`config.mk`:
```
export PLATFORM = sky130hd
export DESIGN_NAME = weight_to_spoken_clip_sequence
export DESIGN_NICKNAME = d
export VERILOG_FILES = /design/src/design/wtsc_pkg.sv /design/src/design/wtsc_front.sv /design/src/design/wtsc_queue.sv /design/src/design/wtsc_back.sv /design/src/design/weight_to_spoken_clip_sequence.sv
export SDC_FILE = /design/constraint.sdc
export NUM_CORES = 1
export LEC_CHECK = 0
export BUFFER_PORTS_ARGS = -buffer_cell sky130_fd_sc_hd__buf_2
export CORE_MARGIN = 3
export CORE_UTILIZATION = 50
export CTS_BUF_LIST = sky130_fd_sc_hd__clkbuf_16
export DETAILED_ROUTE_END_ITERATION = 6
export PLACE_DENSITY = 0.67
export SLEW_MARGIN = 15
export SYNTH_ARGS = -nofsm -noshare
export SYNTH_HDL_FRONTEND = slang
export SYNTH_SLANG_ARGS = --single-unit
```
`constraint.sdc`:
```
create_clock -name clock -period 11.9 [get_ports clock]
set_input_delay 2.975 -clock clock [delete_from_list [all_inputs] [get_ports clock]]
set_output_delay 2.975 -clock clock [all_outputs]
set_load 0.005 [all_outputs]
```
`src/design/wtsc_pkg.sv`:
```
`default_nettype none

package wtsc_pkg;

   localparam int unsigned WEIGHT_W  = 16;
   localparam int unsigned CLIP_W    = 6;
   localparam int unsigned KILO_W    = 3;
   localparam int unsigned REM_W     = 10;
   localparam int unsigned DIGIT_W   = 4;
   localparam int unsigned SLOT_N    = 6;
   localparam int unsigned SLOT_W    = 3;

   localparam int unsigned QUEUE_DEPTH_DEFAULT = 4;

   localparam logic [WEIGHT_W-1:0] WEIGHT_MAX    = 16'd5000;
   localparam logic [WEIGHT_W-1:0] GRAMS_PER_KG  = 16'd1000;
   localparam int unsigned         KILO_STEPS    = 5;

   localparam logic [CLIP_W-1:0] CLIP_GRAMS      = 6'd55;
   localparam logic [CLIP_W-1:0] CLIP_KILOS      = 6'd57;
   localparam logic [CLIP_W-1:0] CLIP_COMMA      = 6'd59;
   localparam logic [CLIP_W-1:0] CLIP_TEEN_BASE  = 6'd10;
   localparam logic [CLIP_W-1:0] CLIP_HUND_BASE  = 6'd34;
   localparam logic [CLIP_W-1:0] CLIP_TENS_BASE  = 6'd16;

   localparam logic [SLOT_W-1:0] SLOT_KILO    = 3'd0;
   localparam logic [SLOT_W-1:0] SLOT_COMMA   = 3'd1;
   localparam logic [SLOT_W-1:0] SLOT_HUNDRED = 3'd2;
   localparam logic [SLOT_W-1:0] SLOT_TENS    = 3'd3;
   localparam logic [SLOT_W-1:0] SLOT_UNITS   = 3'd4;
   localparam logic [SLOT_W-1:0] SLOT_UNIT    = 3'd5;

   typedef struct packed {
      logic [KILO_W-1:0]  kilos;
      logic [DIGIT_W-1:0] hundreds;
      logic [DIGIT_W-1:0] tens;
      logic [DIGIT_W-1:0] units;
      logic [SLOT_N-1:0]  slot_mask;
   } entry_type;

endpackage

`default_nettype wire

```
`src/design/wtsc_front.sv`:
```
`default_nettype none

module wtsc_front
   import wtsc_pkg::*;
(
   input  wire logic                clock,
   input  wire logic                reset,
   input  wire logic                req_valid,
   output logic                     req_stall,
   input  wire logic [WEIGHT_W-1:0] req_weight_grams,
   output logic                     push_valid,
   input  wire logic                push_ready,
   output entry_type                push_entry
);

   logic              s1_valid_ff, s1_valid_in;
   logic [KILO_W-1:0] s1_kilos_ff, s1_kilos_in;
   logic [REM_W-1:0]  s1_rem_ff, s1_rem_in;

   logic              accept;
   logic              in_range;
   logic [KILO_W-1:0] kilos;
   logic [WEIGHT_W-1:0] rem_full;

   logic [15:0]       prod_h;
   logic [DIGIT_W-1:0] hundreds;
   logic [REM_W-1:0]  rem_h;
   logic [6:0]        rem_d;
   logic [13:0]       prod_d;
   logic [DIGIT_W-1:0] tens;
   logic [6:0]        units_full;
   logic [DIGIT_W-1:0] units;

   assign req_stall = s1_valid_ff && !push_ready;
   assign accept    = req_valid && !req_stall;
   assign in_range  = (req_weight_grams != '0) && (req_weight_grams <= WEIGHT_MAX);

   always_comb begin
      kilos = '0;
      for (int i = 1; i <= KILO_STEPS; i++) begin
         kilos = kilos + KILO_W'(req_weight_grams >= WEIGHT_W'(i * 1000));
      end
      rem_full = req_weight_grams - WEIGHT_W'(kilos) * GRAMS_PER_KG;
   end

   always_comb begin
      s1_kilos_in = s1_kilos_ff;
      s1_rem_in   = s1_rem_ff;
      s1_valid_in = s1_valid_ff && !push_ready;
      if (accept && in_range) begin
         s1_valid_in = 1'b1;
         s1_kilos_in = kilos;
         s1_rem_in   = rem_full[REM_W-1:0];
      end
   end

   always_ff @(posedge clock) begin
      if (reset) begin
         s1_valid_ff <= 1'b0;
      end else begin
         s1_valid_ff <= s1_valid_in;
      end
      s1_kilos_ff <= s1_kilos_in;
      s1_rem_ff   <= s1_rem_in;
   end

   // split remainder into digits by reciprocal multiply
   always_comb begin
      prod_h     = 16'(s1_rem_ff) * 16'd41;
      hundreds   = prod_h[15:12];
      rem_h      = s1_rem_ff - REM_W'(hundreds) * 10'd100;
      rem_d      = rem_h[6:0];
      prod_d     = 14'(rem_d) * 14'd103;
      tens       = prod_d[13:10];
      units_full = rem_d - 7'(tens) * 7'd10;
      units      = units_full[DIGIT_W-1:0];
   end

   always_comb begin
      push_entry.kilos    = s1_kilos_ff;
      push_entry.hundreds = hundreds;
      push_entry.tens     = tens;
      push_entry.units    = units;
      push_entry.slot_mask[SLOT_KILO]    = (s1_kilos_ff != '0);
      push_entry.slot_mask[SLOT_COMMA]   = (s1_kilos_ff != '0) && (s1_rem_ff != '0);
      push_entry.slot_mask[SLOT_HUNDRED] = (hundreds != '0);
      push_entry.slot_mask[SLOT_TENS]    = (tens != '0);
      push_entry.slot_mask[SLOT_UNITS]   = (units != '0) && (tens != 4'd1);
      push_entry.slot_mask[SLOT_UNIT]    = 1'b1;
   end

   assign push_valid = s1_valid_ff;

endmodule

`default_nettype wire

```
`src/design/wtsc_queue.sv`:
```
`default_nettype none

module wtsc_queue
   import wtsc_pkg::*;
#(
   parameter int unsigned DEPTH = QUEUE_DEPTH_DEFAULT
)(
   input  wire logic      clock,
   input  wire logic      reset,
   input  wire logic      push_valid,
   output logic           push_ready,
   input  wire entry_type push_entry,
   output logic           pop_valid,
   input  wire logic      pop,
   output entry_type      pop_entry
);

   localparam int unsigned PTR_W = (DEPTH > 1) ? $clog2(DEPTH) : 1;
   localparam int unsigned CNT_W = $clog2(DEPTH + 1);
   localparam logic [PTR_W-1:0] PTR_LAST = PTR_W'(DEPTH - 1);
   localparam logic [CNT_W-1:0] CNT_FULL = CNT_W'(DEPTH);

   entry_type         entry_ff [DEPTH];
   logic [PTR_W-1:0]  wr_ptr_ff, wr_ptr_in;
   logic [PTR_W-1:0]  rd_ptr_ff, rd_ptr_in;
   logic [CNT_W-1:0]  count_ff, count_in;
   logic              do_push, do_pop;

   assign push_ready = (count_ff != CNT_FULL);
   assign pop_valid  = (count_ff != '0);
   assign pop_entry  = entry_ff[rd_ptr_ff];
   assign do_push    = push_valid && push_ready;
   assign do_pop     = pop && pop_valid;

   always_comb begin
      wr_ptr_in = wr_ptr_ff;
      rd_ptr_in = rd_ptr_ff;
      count_in  = count_ff;
      if (do_push) begin
         wr_ptr_in = (wr_ptr_ff == PTR_LAST) ? '0 : wr_ptr_ff + 1'b1;
      end
      if (do_pop) begin
         rd_ptr_in = (rd_ptr_ff == PTR_LAST) ? '0 : rd_ptr_ff + 1'b1;
      end
      if (do_push && !do_pop) begin
         count_in = count_ff + 1'b1;
      end else if (do_pop && !do_push) begin
         count_in = count_ff - 1'b1;
      end
   end

   always_ff @(posedge clock) begin
      if (reset) begin
         wr_ptr_ff <= '0;
         rd_ptr_ff <= '0;
         count_ff  <= '0;
      end else begin
         wr_ptr_ff <= wr_ptr_in;
         rd_ptr_ff <= rd_ptr_in;
         count_ff  <= count_in;
      end
   end

   always_ff @(posedge clock) begin
      if (do_push) begin
         entry_ff[wr_ptr_ff] <= push_entry;
      end
   end

endmodule

`default_nettype wire

```
`src/design/wtsc_back.sv`:
```
`default_nettype none

module wtsc_back
   import wtsc_pkg::*;
(
   input  wire logic              clock,
   input  wire logic              reset,
   input  wire logic              head_valid,
   input  wire entry_type         head_entry,
   output logic                   head_pop,
   output logic                   rsp_valid,
   input  wire logic              rsp_stall,
   output logic [CLIP_W-1:0]      rsp_clip_number,
   output logic                   rsp_last_clip
);

   logic              rsp_valid_ff, rsp_valid_in;
   logic [CLIP_W-1:0] clip_ff, clip_in;
   logic              last_ff, last_in;
   logic [SLOT_W-1:0] pos_ff, pos_in;

   logic              load;
   logic [SLOT_N-1:0] avail;
   logic [SLOT_W-1:0] sel;
   logic              more_hund, more_tens;
   logic [CLIP_W-1:0] clip_sel;

   assign load = head_valid && (!rsp_valid_ff || !rsp_stall);

   always_comb begin
      for (int i = 0; i < SLOT_N; i++) begin
         avail[i] = head_entry.slot_mask[i] && (SLOT_W'(i) >= pos_ff);
      end
      sel = SLOT_UNIT;
      for (int i = SLOT_N - 1; i >= 0; i--) begin
         if (avail[i]) begin
            sel = SLOT_W'(i);
         end
      end
   end

   always_comb begin
      more_hund = (head_entry.tens != '0) || (head_entry.units != '0);
      more_tens = (head_entry.units != '0);
      case (sel)
         SLOT_KILO: begin
            clip_sel = CLIP_W'(head_entry.kilos);
         end
         SLOT_COMMA: begin
            clip_sel = CLIP_COMMA;
         end
         SLOT_HUNDRED: begin
            clip_sel = CLIP_HUND_BASE + {1'b0, head_entry.hundreds, 1'b0}
                       + CLIP_W'(more_hund);
         end
         SLOT_TENS: begin
            if (head_entry.tens == 4'd1) begin
               clip_sel = CLIP_TEEN_BASE + CLIP_W'(head_entry.units);
            end else begin
               clip_sel = CLIP_TENS_BASE + {1'b0, head_entry.tens, 1'b0}
                          + CLIP_W'(more_tens);
            end
         end
         SLOT_UNITS: begin
            clip_sel = CLIP_W'(head_entry.units);
         end
         SLOT_UNIT: begin
            clip_sel = (head_entry.kilos != '0) ? CLIP_KILOS : CLIP_GRAMS;
         end
         default: begin
            clip_sel = CLIP_GRAMS;
         end
      endcase
   end

   assign head_pop = load && (sel == SLOT_UNIT);

   always_comb begin
      rsp_valid_in = rsp_valid_ff && rsp_stall;
      clip_in      = clip_ff;
      last_in      = last_ff;
      pos_in       = pos_ff;
      if (load) begin
         rsp_valid_in = 1'b1;
         clip_in      = clip_sel;
         last_in      = (sel == SLOT_UNIT);
         pos_in       = (sel == SLOT_UNIT) ? '0 : sel + 1'b1;
      end
   end

   always_ff @(posedge clock) begin
      if (reset) begin
         rsp_valid_ff <= 1'b0;
         pos_ff       <= '0;
      end else begin
         rsp_valid_ff <= rsp_valid_in;
         pos_ff       <= pos_in;
      end
      clip_ff <= clip_in;
      last_ff <= last_in;
   end

   assign rsp_valid       = rsp_valid_ff;
   assign rsp_clip_number = clip_ff;
   assign rsp_last_clip   = last_ff;

endmodule

`default_nettype wire

```
`src/design/weight_to_spoken_clip_sequence.sv`:
```
// Channel   Direction  Handshake            Payload
// req_      in         req_valid/req_stall  req_weight_grams[15:0]
// rsp_      out        rsp_valid/rsp_stall  rsp_clip_number[5:0], rsp_last_clip
//
// A weight of 1..5000 gives 2 to 6 clip transfers, one per cycle while rsp_stall is
// low; each clip passes through the single output register of the back end.
// Out-of-range weights are accepted and give no transfers.
// A first clip passes the front register, the queue and the output register.
// Reset is synchronous and clears the front register, queue and output register.
// A stall on rsp_ holds the clip; the queue keeps req_ flowing until it fills.
`default_nettype none

module weight_to_spoken_clip_sequence
   import wtsc_pkg::*;
#(
   parameter int unsigned QUEUE_DEPTH = QUEUE_DEPTH_DEFAULT
)(
   input  wire logic                clock,
   input  wire logic                reset,
   input  wire logic                req_valid,
   output logic                     req_stall,
   input  wire logic [WEIGHT_W-1:0] req_weight_grams,
   output logic                     rsp_valid,
   input  wire logic                rsp_stall,
   output logic [CLIP_W-1:0]        rsp_clip_number,
   output logic                     rsp_last_clip
);

   logic      push_valid, push_ready;
   entry_type push_entry;
   logic      head_valid, head_pop;
   entry_type head_entry;

   wtsc_front u_front (
      .clock            (clock),
      .reset            (reset),
      .req_valid        (req_valid),
      .req_stall        (req_stall),
      .req_weight_grams (req_weight_grams),
      .push_valid       (push_valid),
      .push_ready       (push_ready),
      .push_entry       (push_entry)
   );

   wtsc_queue #(
      .DEPTH (QUEUE_DEPTH)
   ) u_queue (
      .clock      (clock),
      .reset      (reset),
      .push_valid (push_valid),
      .push_ready (push_ready),
      .push_entry (push_entry),
      .pop_valid  (head_valid),
      .pop        (head_pop),
      .pop_entry  (head_entry)
   );

   wtsc_back u_back (
      .clock           (clock),
      .reset           (reset),
      .head_valid      (head_valid),
      .head_entry      (head_entry),
      .head_pop        (head_pop),
      .rsp_valid       (rsp_valid),
      .rsp_stall       (rsp_stall),
      .rsp_clip_number (rsp_clip_number),
      .rsp_last_clip   (rsp_last_clip)
   );

endmodule

`default_nettype wire

```
# ---- Word-level counts from Yosys, hierarchy flattened
# Memories as Yosys holds them, arrays and structs flattened. A register that Yosys moved wholly into a read port is not among the register bits.
# Cells that the tools add are included.
dict set report totals {
  mem_bits_rw 80
  elab_cells 111
  out_inout_bits 9
  register_bits 32
  n_memories 1
  input_bits 20
}
dict set report op_classes {
  mul 5
  n_reduce_logical 38
  n_addsub 17
  eq_ne 10
  muxes 19
  n_lt_le_gt_ge 11
}
# name depth word_bits rd rd_clocked_by_memory_dff write_ports line
set mem_list {}
lappend mem_list {u_queue.entry_ff 4 20 1 1 1 wtsc_queue.sv:23} ;# entry_type entry_ff [DEPTH];
# cell n
set op_table {}
lappend op_table {{case mux 6 bit (6 select lines)} 1}
lappend op_table {{>= comparator 16 x 12 -> 1 bit, second input constant} 2}
lappend op_table {{2-to-1 mux 3 bit} 7}
lappend op_table {{nonzero test 4 bit} 5}
lappend op_table {{logical AND 1 bit} 18}
lappend op_table {{>= comparator 16 x 10 -> 1 bit, second input constant} 1}
lappend op_table {{>= comparator 16 x 11 -> 1 bit, second input constant} 1}
lappend op_table {{>= comparator 16 x 13 -> 1 bit, second input constant} 1}
lappend op_table {{<= comparator 16 x 13 -> 1 bit, second input constant} 1}
lappend op_table {{multiplier 10 x 6 -> 16 bit, second input constant} 1}
lappend op_table {{nonzero test 16 bit} 1}
lappend op_table {{multiplier 7 x 7 -> 14 bit, second input constant} 1}
lappend op_table {{adder 6 x 1 -> 6 bit} 2}
lappend op_table {{nonzero test 10 bit} 1}
lappend op_table {{subtractor 10 bit} 1}
lappend op_table {{adder 3 x 1 -> 3 bit} 3}
lappend op_table {{nonzero test 3 bit} 3}
lappend op_table {{2-to-1 mux 2 bit} 4}
lappend op_table {{multiplier 3 x 7 -> 7 bit, second input constant} 1}
lappend op_table {{subtractor 7 bit} 1}
lappend op_table {{adder 3 x 1 -> 3 bit, second input constant} 2}
lappend op_table {{adder 5 x 5 -> 6 bit, first input constant} 1}
lappend op_table {{adder 6 x 5 -> 6 bit, first input constant} 1}
lappend op_table {{equality test 3 x 2 -> 1 bit, second input constant} 2}
lappend op_table {{23 further kinds} 38}

# ---- Longest topological paths before layout
dict set report depth {
  ltp_word 13
  ltp_mapped 34
  mapped_depth_nobuf 34
}

# ---- By module
# From an unflattened synthesis, not the netlist that was laid out.
dict set report hier_totals {
  hier_cells 607
  area_unflattened_um2 7643.6
}
# mod instances area_each_um2 seq_area_each_um2 cells_per_inst
set modules_own_cells {}
lappend modules_own_cells {wtsc_queue 1 3497.1 2702.6 157}
lappend modules_own_cells {wtsc_front 1 3228.1 410.4 343}
lappend modules_own_cells {wtsc_back 1 918.4 290.3 107}

# ---- Worst setup path after synthesis
# Ideal clock, no wire load.
dict set report synth_timing {
  path_kind {register -> register}
  from {register u_front.s1_rem_ff[4]}
  to {memory u_queue.entry_ff[0][4] (netlist name), data pin}
  t_required_ns 11.632
  path_buffers 0
  slack_ns 3.486
  path_stages_with_launch 35
  arrival_ns 8.146
  path_cell_list {edfxtp_1 -> ha_1 -> fa_1 -> ha_1 -> ha_1 -> nand2_1 -> nor3_1 -> a2111oi_0 -> nor3_1 -> a21oi_1 -> xnor2_1 -> ha_1 -> inv_1 -> ha_1 -> a31oi_1 -> o21a_1 -> xnor2_1 -> ha_1 -> inv_1 -> fa_1 -> inv_1 -> fa_1 -> ha_1 -> ha_1 -> a21o_1 -> a21o_1 -> a221o_1 -> xnor2_1 -> inv_1 -> ha_1 -> fa_1 -> xor2_1 -> xnor2_1 -> xnor2_1 -> o22a_1}
}
# item line
set synth_rtl {}
lappend synth_rtl {{start: declaration} wtsc_front.sv:18} ;# logic [REM_W-1:0] s1_rem_ff, s1_rem_in;
lappend synth_rtl {{start signal: assignment} wtsc_front.sv:64} ;# s1_rem_ff <= s1_rem_in;
lappend synth_rtl {{end: declaration} wtsc_queue.sv:23}

==> impl_metrics.json <==
{
  "antenna_cells": 0,
  "netlist_instances": 558,
  "ant_nets": 0,
  "hold_depth": 2,
  "drv_slew": 0,
  "cp_slowest_cell": "edfxtp_1",
  "reg2reg_slack_ps": 2670,
  "r2r_end": "u_queue.entry_ff[0][4]$_DFFE_PP_",
  "final.setup.tns_ps": 0,
  "finalSetupViolCount": 0,
  "gp_congestion": 0.8924,
  "skew_ps": 8.694,
  "grt_usage_pct": 18.39,
  "async_flop_share_pct": 0,
  "finalHoldViolations": 0,
  "cp_max_fo": 8,
  "syn-num-nets": 698,
  "endpoint_kind": "flip-flop",
  "finalCritPeriodShare_pct": 77.58,
  "seq_area_frac_synth_pct": 45.35,
  "synth_ff_type": "edfxtp_1",
  "critical_path_buf_inv_count": 4,
  "drv_cap": 0,
  "slew_headroom_pct": 26.89,
  "ys_ff_latch": 114,
  "initialDrtViolationCount": 241,
  "worstHoldStart": "u_queue.rd_ptr_ff[0]$_SDFFE_PP0P_",
  "drc": 0,
  "max_stage_delay_ps": 520,
  "clk_latency_ps": 410,
  "cts_hold_buf": 0,
  "synth_area_per_cell_um2": 12.97,
  "grt_overflow": 0,
  "r2r_cells": 34,
  "grt_max_degree": 23,
  "hold_path_class": "reg -> reg",
  "wire_per_inst_um": 17.11,
  "synth_cell_type_count": 67,
  "clk_pin_slew_ps": 50,
  "start_util_pct": 51.55,
  "drive_above_1_share_pct": 15.20,
  "die_w_um": 126.3,
  "clkSinkCount": 114,
  "die-height_um": 126.3,
  "netlist_area_um2": 7239,
  "h-tree-depth": 4,
  "fp-row-count": 43,
  "startpoint_type": "flip-flop",
  "grt_first_pass_wirelength_mm": 23.02,
  "final_cell_mix": "ha_1, edfxtp_1, inv_1",
  "antenna_found_initial": 0,
  "cts_tree": "done",
  "drt_pass1_iterations": 5,
  "yosysWarnings": 0,
  "numCtsBuffers": 17,
  "boundaryPins": 29,
  "vias_per_cell": 5.545,
  "wl_mm": 13.55,
  "synth_edf_count": 100,
  "grt_setup_unrepaired": "no",
  "critical-path-top-delay-family": "adder cells",
  "cts_resized": 0,
  "fin_nets": 739,
  "crit_required_ps": 12160,
  "r2r_start": "u_front.s1_rem_ff[4]$_DFFE_PP_",
  "period_needed_ps": 9232,
  "vias": 4392,
  "tightestPinTransition_ps": 1097,
  "cts_setup_buffers": 0,
  "areaGrowthSynthToFinish_pct": 12.22,
  "crit_top_cell": "ha_1",
  "hpwl_mm": 10.29,
  "dieArea_um2": 15960,
  "grt_pass1_vias": 4657,
  "status": "finished, final reports clean",
  "io_buffers": 28,
  "max_freq_mhz": 108.3,
  "clock_path_buffers": 2,
  "core_area_um2": 14040,
  "worstPathArrival_ps": 9490,
  "clock-root-buffer": "clkbuf_16",
  "worstSetupPathType": "reg -> reg"
}
[kinds of logic after synthesis]
group                    synth area share [%]
AO/OA/AOI/OAI                           8.227
XOR/XNOR                                4.113
adder cells (fa/ha/maj)                 22.95
buffers and inverters                   4.010
flip-flops                              45.35
multiplexers                            6.792
AND/OR/NAND/NOR                         8.555
[area by class of cell]
type                            instances  area (um2)
Fill cell                            1157        5918
Multi-Input combinational cell        372        3666
Sequential cell                       114        3283
Clock buffer                           17       425.4
Inverter                               64       240.2
Tap cell                              180       225.2
Timing Repair Buffer                   30       155.1
Clock inverter                         15       128.9
[worst max path at each step]
stage	slack [ps]	endpoint	start	depth (start not counted)
finish	2670	u_queue.entry_ff[0][4]$_DFFE_PP_	u_front.s1_rem_ff[4]$_DFFE_PP_	34
global route	1970	u_queue.entry_ff[3][4]$_DFFE_PP_	u_front.s1_rem_ff[4]$_DFFE_PP_	34
CTS	2660	u_queue.entry_ff[2][4]$_DFFE_PP_	u_front.s1_rem_ff[4]$_DFFE_PP_	34
detailed placement	2670	u_queue.entry_ff[1][4]$_DFFE_PP_	u_front.s1_rem_ff[4]$_DFFE_PP_	34
global placement	3040	u_queue.entry_ff[0][4]$_DFFE_PP_	u_front.s1_rem_ff[4]$_DFFE_PP_	34
floorplan	3490	u_queue.entry_ff[0][4]$_DFFE_PP_	u_front.s1_rem_ff[4]$_DFFE_PP_	34
[synthesized netlist by cell type (all sizes together), types with 3 or more instances]
| master | instances | share of area [%] |
|---|---|---|
| nor4 | 6 | 0.81 |
| nand2 | 22 | 1.1 |
| o21bai | 4 | 0.41 |
| and2 | 4 | 0.35 |
| nor2 | 22 | 1.3 |
| mux4 | 19 | 6.0 |
| a21o | 8 | 0.83 |
| ha | 100 | 17 |
| nor3 | 13 | 1.0 |
| o2111ai | 3 | 0.36 |
| nand2b | 3 | 0.40 |
| dfxtp | 14 | 3.9 |
| xnor2 | 20 | 2.4 |
| nand4 | 4 | 0.55 |
| fa | 20 | 5.5 |
| nor2b | 5 | 0.43 |
| a211o | 3 | 0.36 |
| edfxtp | 100 | 41 |
| o21ai | 19 | 1.5 |
| nand3 | 8 | 0.55 |
| xor2 | 14 | 1.7 |
| and3 | 4 | 0.41 |
| a211oi | 4 | 0.41 |
| nand3b | 6 | 0.62 |
| mux2i | 6 | 0.83 |
| clkbuf | 3 | 0.16 |
| or3 | 5 | 0.43 |
| inv | 64 | 3.3 |
| a21oi | 24 | 2.0 |
| buf | 5 | 0.54 |
[sequential cells by signal, indices dropped and copies added (netlist names), named ones only]
| signal | flops |
|---|---|
| u_queue.wr_ptr_ff | 2 |
| u_back.rsp_clip_number | 6 |
| u_back.rsp_valid | 1 |
| u_front.s1_kilos_ff | 3 |
| u_queue.entry_ff | 80 |
| u_queue.rd_ptr_ff | 2 |
| u_front.s1_rem_ff | 10 |
| u_front.push_valid | 1 |
| u_back.pos_ff | 3 |
| u_back.rsp_last_clip | 1 |
| u_queue.count_ff | 3 |
[per-layer routing]
metal	up-vias	track usage, %	share of wire (%)
li1	2166	-	-
met1	2154	23.77	45
met2	59	30.61	50
met3	13	4.295	2.8
met4	0	6.498	1.4
met5	-	0	0
[worst reg2reg max path, delay by kind of cell (launching register included)]
family	cells	cell delay (ps)
AND/OR/NAND/NOR	3	730
adder cells (fa/ha/maj)	13	4520
AO/OA/AOI/OAI	8	1660
buffers and inverters	4	310
XOR/XNOR	6	1360
flip-flops	1	520
[stage by stage]
stage / cells / setup WS, ps / area, um2 / utilization, % / hold WS, ps
after floorplan: 558 / 3486 / 7239 / - / 454.1
after global placement: 760 / 3037 / 7570 / 53.91 / 457.2
after detailed placement: 760 / 2674 / 7570 / 53.91 / 487.2
after CTS: 792 / 2659 / 8124 / 57.85 / 495.1
after global routing: 792 / 1967 / 8124 / 57.85 / 516.4
final: 792 / 2668 / 8124 / 57.85 / 493.4
Power is left out: the tool's default activity adds up to more than one toggle a clock period on the data nets, which glitch-free logic cannot reach.
